[src/hdl/fce_pkg.sv]
// ----------------------------------------------------------------------------
// fce_pkg
// shared constants, types and the crc byte update for the frame encoder
// ----------------------------------------------------------------------------
package fce_pkg;

  localparam int SampleW    = 16;
  localparam int NumSamples = 4;
  localparam int DataBytes  = 8;
  localparam int FrameBytes = 10;
  localparam int DataW      = SampleW * NumSamples;
  localparam int CrcW       = 16;
  localparam int CntW       = $clog2(FrameBytes + 1);

  localparam logic [CrcW-1:0] CrcInit = 16'hFFFF;
  localparam logic [CrcW-1:0] CrcPoly = 16'hA001;

  localparam logic [CntW-1:0] FrameLen = CntW'(FrameBytes);
  localparam logic [CntW-1:0] GapLoad  = CntW'(FrameBytes - 1);

  typedef struct packed {
    logic             valid;
    logic [DataW-1:0] data;
    logic [CrcW-1:0]  crc;
  } frame_t;

  function automatic logic [CrcW-1:0] crc_byte(input logic [CrcW-1:0] crc_in,
                                               input logic [7:0] byte_in);
    logic [CrcW-1:0] c;
    c = crc_in ^ {8'h00, byte_in};
    for (int b = 0; b < 8; b++) begin
      if (c[0]) begin
        c = (c >> 1) ^ CrcPoly;
      end else begin
        c = c >> 1;
      end
    end
    return c;
  endfunction

endpackage

[src/hdl/four_channel_crc16_frame_encoder.sv]
// first byte of a frame reaches the out_ ports once the frame has passed the crc pipeline
// stages and been loaded into the serializer; its ten bytes come out on consecutive cycles
// the byte serializer sends one frame byte per cycle
// busy goes high after each accepted transaction; start is not taken while busy is high
// reset clears the pipeline valid bits, the serializer count and the busy counter
// ----------------------------------------------------------------------------
// four_channel_crc16_frame_encoder
// four 16-bit samples in, 10-byte frame out with crc-16/modbus trailer
// ----------------------------------------------------------------------------
module four_channel_crc16_frame_encoder (
  input  logic               clk,
  input  logic               rst_n,
  input  logic               start,
  output logic               busy,
  input  logic signed [15:0] in_sample_one,
  input  logic signed [15:0] in_sample_two,
  input  logic signed [15:0] in_sample_three,
  input  logic signed [15:0] in_sample_four,
  output logic               out_valid,
  output logic [7:0]         out_frame_byte,
  output logic               out_is_last
);

  localparam int ShW = 8 * fce_pkg::FrameBytes;

  logic                      accept;
  logic [fce_pkg::DataW-1:0] in_data;
  fce_pkg::frame_t           frm;

  logic [fce_pkg::CntW-1:0]  gap_r, gap_nxt;
  logic [fce_pkg::CntW-1:0]  cnt_r, cnt_nxt;
  logic [ShW-1:0]            sh_r, sh_nxt;

  assign busy    = (gap_r != '0);
  assign accept  = start && !busy;
  assign in_data = {in_sample_four, in_sample_three, in_sample_two, in_sample_one};

  fce_crc_pipe u_crc_pipe (
    .clk     (clk),
    .rst_n   (rst_n),
    .in_vld  (accept),
    .in_data (in_data),
    .frm     (frm)
  );

  always_comb begin
    gap_nxt = gap_r;
    if (accept) begin
      gap_nxt = fce_pkg::GapLoad;
    end else if (gap_r != '0) begin
      gap_nxt = gap_r - 1'b1;
    end
  end

  always_comb begin
    cnt_nxt = cnt_r;
    sh_nxt  = sh_r;
    if (frm.valid) begin
      cnt_nxt = fce_pkg::FrameLen;
      sh_nxt  = {frm.crc, frm.data};
    end else if (cnt_r != '0) begin
      cnt_nxt = cnt_r - 1'b1;
      sh_nxt  = sh_r >> 8;
    end
  end

  always_ff @(posedge clk) begin
    if (!rst_n) begin
      gap_r <= '0;
      cnt_r <= '0;
    end else begin
      gap_r <= gap_nxt;
      cnt_r <= cnt_nxt;
    end
    sh_r <= sh_nxt;
  end

  assign out_valid      = (cnt_r != '0);
  assign out_frame_byte = sh_r[7:0];
  assign out_is_last    = (cnt_r == fce_pkg::CntW'(1));

  // new frame only lands when the serializer is on its last byte or empty
  a_no_overrun: assert property (@(posedge clk) disable iff (!rst_n)
    frm.valid |-> (cnt_r <= fce_pkg::CntW'(1)))
    else $error("frame loaded over an unfinished frame");

  a_first_byte: assert property (@(posedge clk) disable iff (!rst_n)
    accept |-> ##9 (out_valid && (cnt_r == fce_pkg::FrameLen)))
    else $error("first frame byte not on time");

  a_last_ends: assert property (@(posedge clk) disable iff (!rst_n)
    (out_is_last && !frm.valid) |=> !out_valid)
    else $error("bytes continue past last");

  a_busy_after_accept: assert property (@(posedge clk) disable iff (!rst_n)
    accept |=> busy)
    else $error("busy not raised after accept");

endmodule

[src/hdl/fce_crc_pipe.sv]
// ----------------------------------------------------------------------------
// fce_crc_pipe
// crc-16 pipeline, one data byte folded in per register stage
// ----------------------------------------------------------------------------
module fce_crc_pipe (
  input  logic                      clk,
  input  logic                      rst_n,
  input  logic                      in_vld,
  input  logic [fce_pkg::DataW-1:0] in_data,
  output fce_pkg::frame_t           frm
);

  localparam int N = fce_pkg::DataBytes;

  logic [N-1:0]                vld_r;
  logic [fce_pkg::DataW-1:0]   dat_r [N];
  logic [fce_pkg::CrcW-1:0]    crc_r [N];

  for (genvar k = 0; k < N; k++) begin : g_stage
    logic                      vld_nxt;
    logic [fce_pkg::DataW-1:0] dat_nxt;
    logic [fce_pkg::CrcW-1:0]  crc_prev;

    if (k == 0) begin : g_first
      assign vld_nxt  = in_vld;
      assign dat_nxt  = in_data;
      assign crc_prev = fce_pkg::CrcInit;
    end else begin : g_rest
      assign vld_nxt  = vld_r[k-1];
      assign dat_nxt  = dat_r[k-1];
      assign crc_prev = crc_r[k-1];
    end

    always_ff @(posedge clk) begin
      if (!rst_n) begin
        vld_r[k] <= 1'b0;
      end else begin
        vld_r[k] <= vld_nxt;
      end
      dat_r[k] <= dat_nxt;
      crc_r[k] <= fce_pkg::crc_byte(crc_prev, dat_nxt[8*k +: 8]);
    end
  end

  assign frm.valid = vld_r[N-1];
  assign frm.data  = dat_r[N-1];
  assign frm.crc   = crc_r[N-1];

endmodule

[config.mk]
export PLATFORM = sky130hd
export DESIGN_NAME = four_channel_crc16_frame_encoder
export DESIGN_NICKNAME = d
export VERILOG_FILES = /design/src/hdl/fce_pkg.sv /design/src/hdl/four_channel_crc16_frame_encoder.sv /design/src/hdl/fce_crc_pipe.sv
export SDC_FILE = /design/constraint.sdc
export NUM_CORES = 1
export LEC_CHECK = 0
export ABC_AREA = 1
export BUFFER_PORTS_ARGS = -buffer_cell sky130_fd_sc_hd__buf_2
export CORE_MARGIN = 1.5
export CORE_UTILIZATION = 55
export DETAILED_ROUTE_END_ITERATION = 12
export PLACE_DENSITY = 0.81
export SLEW_MARGIN = 10
export SYNTH_ARGS = -nofsm -noshare
export SYNTH_HDL_FRONTEND = slang
export SYNTH_SLANG_ARGS = --single-unit
[constraint.sdc]
create_clock -name clk -period 5.45 [get_ports clk]
set_input_delay 1.09 -clock clk [delete_from_list [all_inputs] [get_ports clk]]
set_output_delay 1.09 -clock clk [all_outputs]
set_load 0.02 [all_outputs]
==> metrics.yaml, run 1 <==
outcome: "finished, final reports clean"
avgSynthCellArea_sq_um: 12.8
clk-insertion-delay-late_ps: 580
cts_hold_buf: 0
synth_cell_types: 23
yosys-top-cells-area: "dfxtp_1, edfxtp_1, nand2_1"
swShare_pct: 29.9
cts_root_buf: "clkbuf_16"
syn_area_sq_um: 19200
setup_viol_count_final: 0
slew_violations: 0
fin_ws_ps: 2680
critical_path_arrival_ps: 1680
layout_common_cells: "dfxtp_1, nand2_1, edfxtp_1"
pwr-share-clk_pct: 31.6
total_power_mw: 14.8
leakage_nw: 10.1
cts_setup_buffers: 0
tightest_slew_ps: 1110
finalSetupTns_ps: 0
fmax_ghz: 0.361
fin_util_pct: 64.6
dp_cells: 2003
place_hpwl_microns: 17800
netlist_instances: 1495
hold_viol: 0
vdd_drop_max_mv: 0.718
pwr-share-seq_pct: 48.1
antenna_found_initial: 1
drt_first_iter_violations: 663
ctsResizeCount: 0
drive_gt1_share_pct: 13.3
first_pass_iters: 5
crit_family: "simple AND/OR/NAND/NOR gates"
grt_pass1_wl_microns: 51100
design.die.area_sq_um: 36000
yosysTopAreaCell: "dfxtp_1"
synth_fp_nets: 1564
power.density_nw_per_um2: 663
drc: 0
ios: 78
coreArea_sq_um: 34500
min_period_ps: 2770
dpl_worst_slack_ps: 3220
diodes: 0
cts_tree: "yes"
num-nets-final: 1685
path_max_fanout: 4
post-route-period-util_pct: 50.8
chipWidth_microns: 190
grt.total_usage_pct: 18.3
crit_buf_inv: 2
whs_ps: 314
ys_seq_area_share_pct: 80.4
grt_start_max_net_pins: 82
final_area_sq_um: 22300
hold_class: "reg -> reg"
drt_wl_total_microns: 32100
cts.htree.levels: 3
drt-wirelength-per-cell_microns: 15.1
worstSetupPathType: "reg -> out"
ant_nets: 0
viasPerCell: 4.69
gp_congestion: 0.859
synth_seq_cells: 730
cts_made_buffers: 66
clkTransAtPathRegs_ps: 60
internal_power_mw: 10.4
crit_required_ps: 4360
initial_utilization_pct: 55.7
grt_pass1_vias: 10200
rsz0062_at_grt: "no"
cts.path.max_buffers: 3
overflow: 0
cap_violations: 0
placed_cell_area_sq_um: 20000
crit_chain: "or2_1, nor2_1, inv_1, buf_2"
rows: 68
critPathLaunchType: "register"
area_growth_pct: 16.2
mostFrequentLayoutCell: "dfxtp_1"
p_sw_mw: 4.41
cp_slowest_cell: "dfxtp_1"
synth.yosys.warnings: 0
cpPeakStageDelay_ps: 310
finClkSkew_ps: 18.5
critPathCaptureType: "output port"
synth_top_area_share_pct: 67.9
pwr-share-comb_pct: 20.3
final_cells: 2125
nFillCells: 2263
portBuffers: 77
num_vias: 9961
slew_headroom_pct: 26.2
die-height_microns: 190
cts_sinks: 730
==> worst paths after layout <==
check	to	from	cells after the start	slack, ps
max	out_valid	cnt_r[3]	4	2680
min	u_crc_pipe.dat_r[0][171]	u_crc_pipe.dat_r[0][107]	0	310
max reg2reg	u_crc_pipe.crc_r[1][45]	u_crc_pipe.dat_r[1][112]	15	2900
min reg2reg	u_crc_pipe.dat_r[0][171]	u_crc_pipe.dat_r[0][107]	0	310
==> cell usage after synthesis <==
master    count
a21oi_1       4
ha_1          2
xnor2_4       1
a211oi_1      2
xor2_1       77
nand3_1      68
xor2_4        2
buf_1         9
xnor2_1      39
dfxtp_1     650
nand2_2      12
xor2_2        4
nor3b_1       1
o32ai_1       1
inv_2         9
inv_1        73
edfxtp_1     80
nor3_1        2
nor2_1        6
clkbuf_1      9
or2_1         1
nand2_1     435
buf_4         8
==> power groups by stage <==
| stage | combinational (mW) | sequential [mW] | clock (mW) |
|---|---|---|---|
| after floorplan | 2.22 | 7.08 | 0 |
| after CTS | 2.97 | 7.12 | 4.75 |
| final | 3.00 | 7.11 | 4.67 |
| after global placement | 2.67 | 7.16 | 0 |
| after global routing | 3.34 | 7.18 | 4.98 |
| after detailed placement | 2.86 | 7.19 | 0 |
==> cell families after synthesis <==
| group | after synthesis | share of synthesized area [%] |
|---|---|---|
| AO/OA/AOI/OAI | 7 | 0.228 |
| XOR/XNOR | 123 | 6.07 |
| adder cells (fa/ha/maj) | 2 | 0.130 |
| buffers and inverters | 108 | 2.27 |
| flip-flops | 730 | 80.4 |
| AND/OR/NAND/NOR | 525 | 10.9 |
==> metal layers <==
layer  part of all wire, %  global-route usage, %  up-vias
met3                   5.6                   3.52      106
met1                    41                   21.5     4606
met4                   3.2                   9.13        0
met2                    50                   31.9      369
li1                      -                      -     4880
met5                     0                      0        -
==> final cells by class <==
type                    count  area, sq um  share of cell area (%)
flip-flops and latches    730        15400                    69.2
repair buffers             79          400                    1.80
multi-input cells         657         3330                    15.0
inverters                  82          308                    1.38
clock inverters            34          362                    1.62
clock buffers              88         1890                    8.47
well taps                 455          569                    2.56
==> state kept, by name, indices dropped and copies added, names as in the netlist <==
signal                      flops
u_crc_pipe.g_stage.vld_nxt      7
gap_r                           4
u_crc_pipe.frm                  1
u_crc_pipe.dat_r              512
u_crc_pipe.crc_r              122
sh_r                           80
cnt_r                           4
Note: power is estimated with default switching activity, not from simulation.
==> inputs of run 2 (changes only) <==
- ABC_AREA: 1 -> 0
- clock period: 5.45 -> 2.55 ns (I/O delays scaled with it)
==> metrics.yaml, run 2 <==
synth_top_area_share_pct: 70.3
synthArstFlopShare_pct: 0
path_max_fanout: 6
drt_first_iter_violations: 442
cts_sinks: 730
crit_family: "flip-flops"
synth-compound-area-share_pct: 0.379
outcome: "finished, final reports clean"
clkTransAtPathRegs_ps: 70
gp_congestion: 0.743
placed_cell_area_sq_um: 19400
largest_reg_flops: 512
design.die.area_sq_um: 34800
ant_nets: 0
first_pass_iters: 4
num_vias: 7472
synth.yosys.warnings: 0
reg_top3: "u_crc_pipe.dat_r (512), u_crc_pipe.crc_r (122), sh_r (80)"
worstHoldStart: "in_sample_three[1]"
initial_utilization_pct: 56.3
use_met2_pct: 29.8
hold_class: "in -> reg"
cpPeakStageDelay_ps: 410
mostFrequentLayoutCell: "dfxtp_1"
synth_fp_nets: 1115
fmax_ghz: 0.457
grt_use_met3_pct: 3.01
avgSynthCellArea_sq_um: 17.7
cts.path.max_buffers: 3
rows: 66
chipWidth_microns: 186
ys.flop_type: "dfxtp_1"
cts_hold_buf: 24
area_growth_pct: 17.6
rsz0062_at_grt: "no"
cts_tree: "yes"
ys_seq_area_share_pct: 83.3
drt-wirelength-per-cell_microns: 16.6
hold_viol: 0
cts_setup_buffers: 0
gr-usage-met1_pct: 19.5
antenna_found_initial: 1
cts_made_buffers: 61
slew_headroom_pct: 27.9
critical_path.startpoint: "gap_r[0]"
crit_required_ps: 2040
clk-insertion-delay-late_ps: 580
ff_latch_area_sq_um: 15400
synthSimpleGateAreaFrac_pct: 0.913
crit_buf_inv: 2
grt.total_usage_pct: 16.5
yosys.area_share.xor_xnor_pct: 10.0
final_area_sq_um: 21800
yosys-top-cells-area: "dfxtp_1, edfxtp_1, mux2_2"
viasPerCell: 4.42
netlist_top_cells_count: "dfxtp_1, edfxtp_1, mux2_2, xnor2_1, xor2_1"
yosysTopAreaCell: "dfxtp_1"
portBuffers: 77
grt_pass1_vias: 8235
netlist_instances: 1046
cts.htree.levels: 2
cp_slowest_cell: "dfxtp_1"
drive_gt1_share_pct: 24.0
post-route-period-util_pct: 85.8
slew_violations: 0
num-nets-final: 1265
rr_startpoint: "cnt_r[0]"
min_period_ps: 2190
synth_cell_types: 27
overflow: 0
largest-register: "u_crc_pipe.dat_r"
worstSetupPathType: "reg -> out"
setup_viol_count_final: 0
cap_violations: 0
leakage_nw: 8.87
synth_edf_count: 80
synth_top_family_by_area: "XOR/XNOR gates"
multi_input_area_sq_um: 2950
muxShareOfSynthArea_pct: 4.44
coreArea_sq_um: 32900
finClkSkew_ps: 16.0
drc: 0
grt_pass1_wl_microns: 44200
crit_chain: "inv_1, ha_1, nand2_1, buf_2"
drt_wl_total_microns: 28200
tightest_slew_ps: 1080
total_power_mw: 27.4
finalSetupTns_ps: 0
power.density_nw_per_um2: 1260
critPathLaunchType: "register"
place_hpwl_microns: 15900
ios: 78
nFillCells: 2036
fin_util_pct: 66.2
yosys.area_share.adder_pct: 0.135
critical_path_arrival_ps: 1680
synth_seq_cells: 730
grt.busiest_layer: "met2"
layout_common_cells: "dfxtp_1, edfxtp_1, buf_2"
critPathCaptureType: "output port"
die-height_microns: 186
yosysMostFrequentCell: "dfxtp_1"
cts_root_buf: "clkbuf_16"
grt_start_max_net_pins: 82
ctsResizeCount: 0
syn_area_sq_um: 18500
r2r_slack_ps: 600
vdd_drop_max_mv: 0.777
## run 2: kinds of logic (layout without fill, tap and decap cells)
logic type,Yosys count,in the layout
buffers and inverters,30,233
flip-flops,730,730
other,0,1
AO/OA/AOI/OAI,12,12
AND/OR/NAND/NOR,30,30
XOR/XNOR,169,169
multiplexers,73,73
adder cells (fa/ha/maj),2,2
## run 2: path summary, 6_finish.rpt
kind	endpoint	depth (start not counted)
worst max register to register	sh_r[3]	4
worst min-delay path	u_crc_pipe.dat_r[0][33]	1
worst max-delay path	busy	4
worst min register to register	u_crc_pipe.dat_r[1][163]	0
## run 2: stage by stage
| stage | worst slack [ps] | hold WS (ps) | std cells |
|---|---|---|---|
| detailed placement | 609 | 312 | 1551 |
| global placement | 641 | 310 | 1551 |
| global route | 237 | 2.99 | 1692 |
| finish | 362 | 24.5 | 1692 |
| floorplan | 311 | 310 | 1046 |
| CTS | 356 | 0.464 | 1691 |
## run 2: area by class of cell
cell class / count / share of cell area, %
sequential: 730 / 70.8
multi-input combinational: 286 / 13.5
clock buffer: 83 / 8.18
timing repair buffer: 104 / 3.03
tap: 442 / 2.54
clock inverter: 33 / 1.63
inverter: 13 / 0.224
antenna: 1 / 0.0115
## run 2: power by group
group          internal [mW]  total [mW]  switching (mW)
registers               13.1        13.7           0.622
logic                   2.20        4.27            2.07
clock network           5.46        9.50            4.04
total                   20.7        27.4            6.73
## run 2: metal layers
metal | up-vias | share of wire (%) | wire, microns
li1 | 3677 | - | -
met1 | 3586 | 42 | 11700
met3 | 54 | 3.8 | 1070
met2 | 155 | 52 | 14700
met5 | - | 0 | 0
met4 | 0 | 2.4 | 667
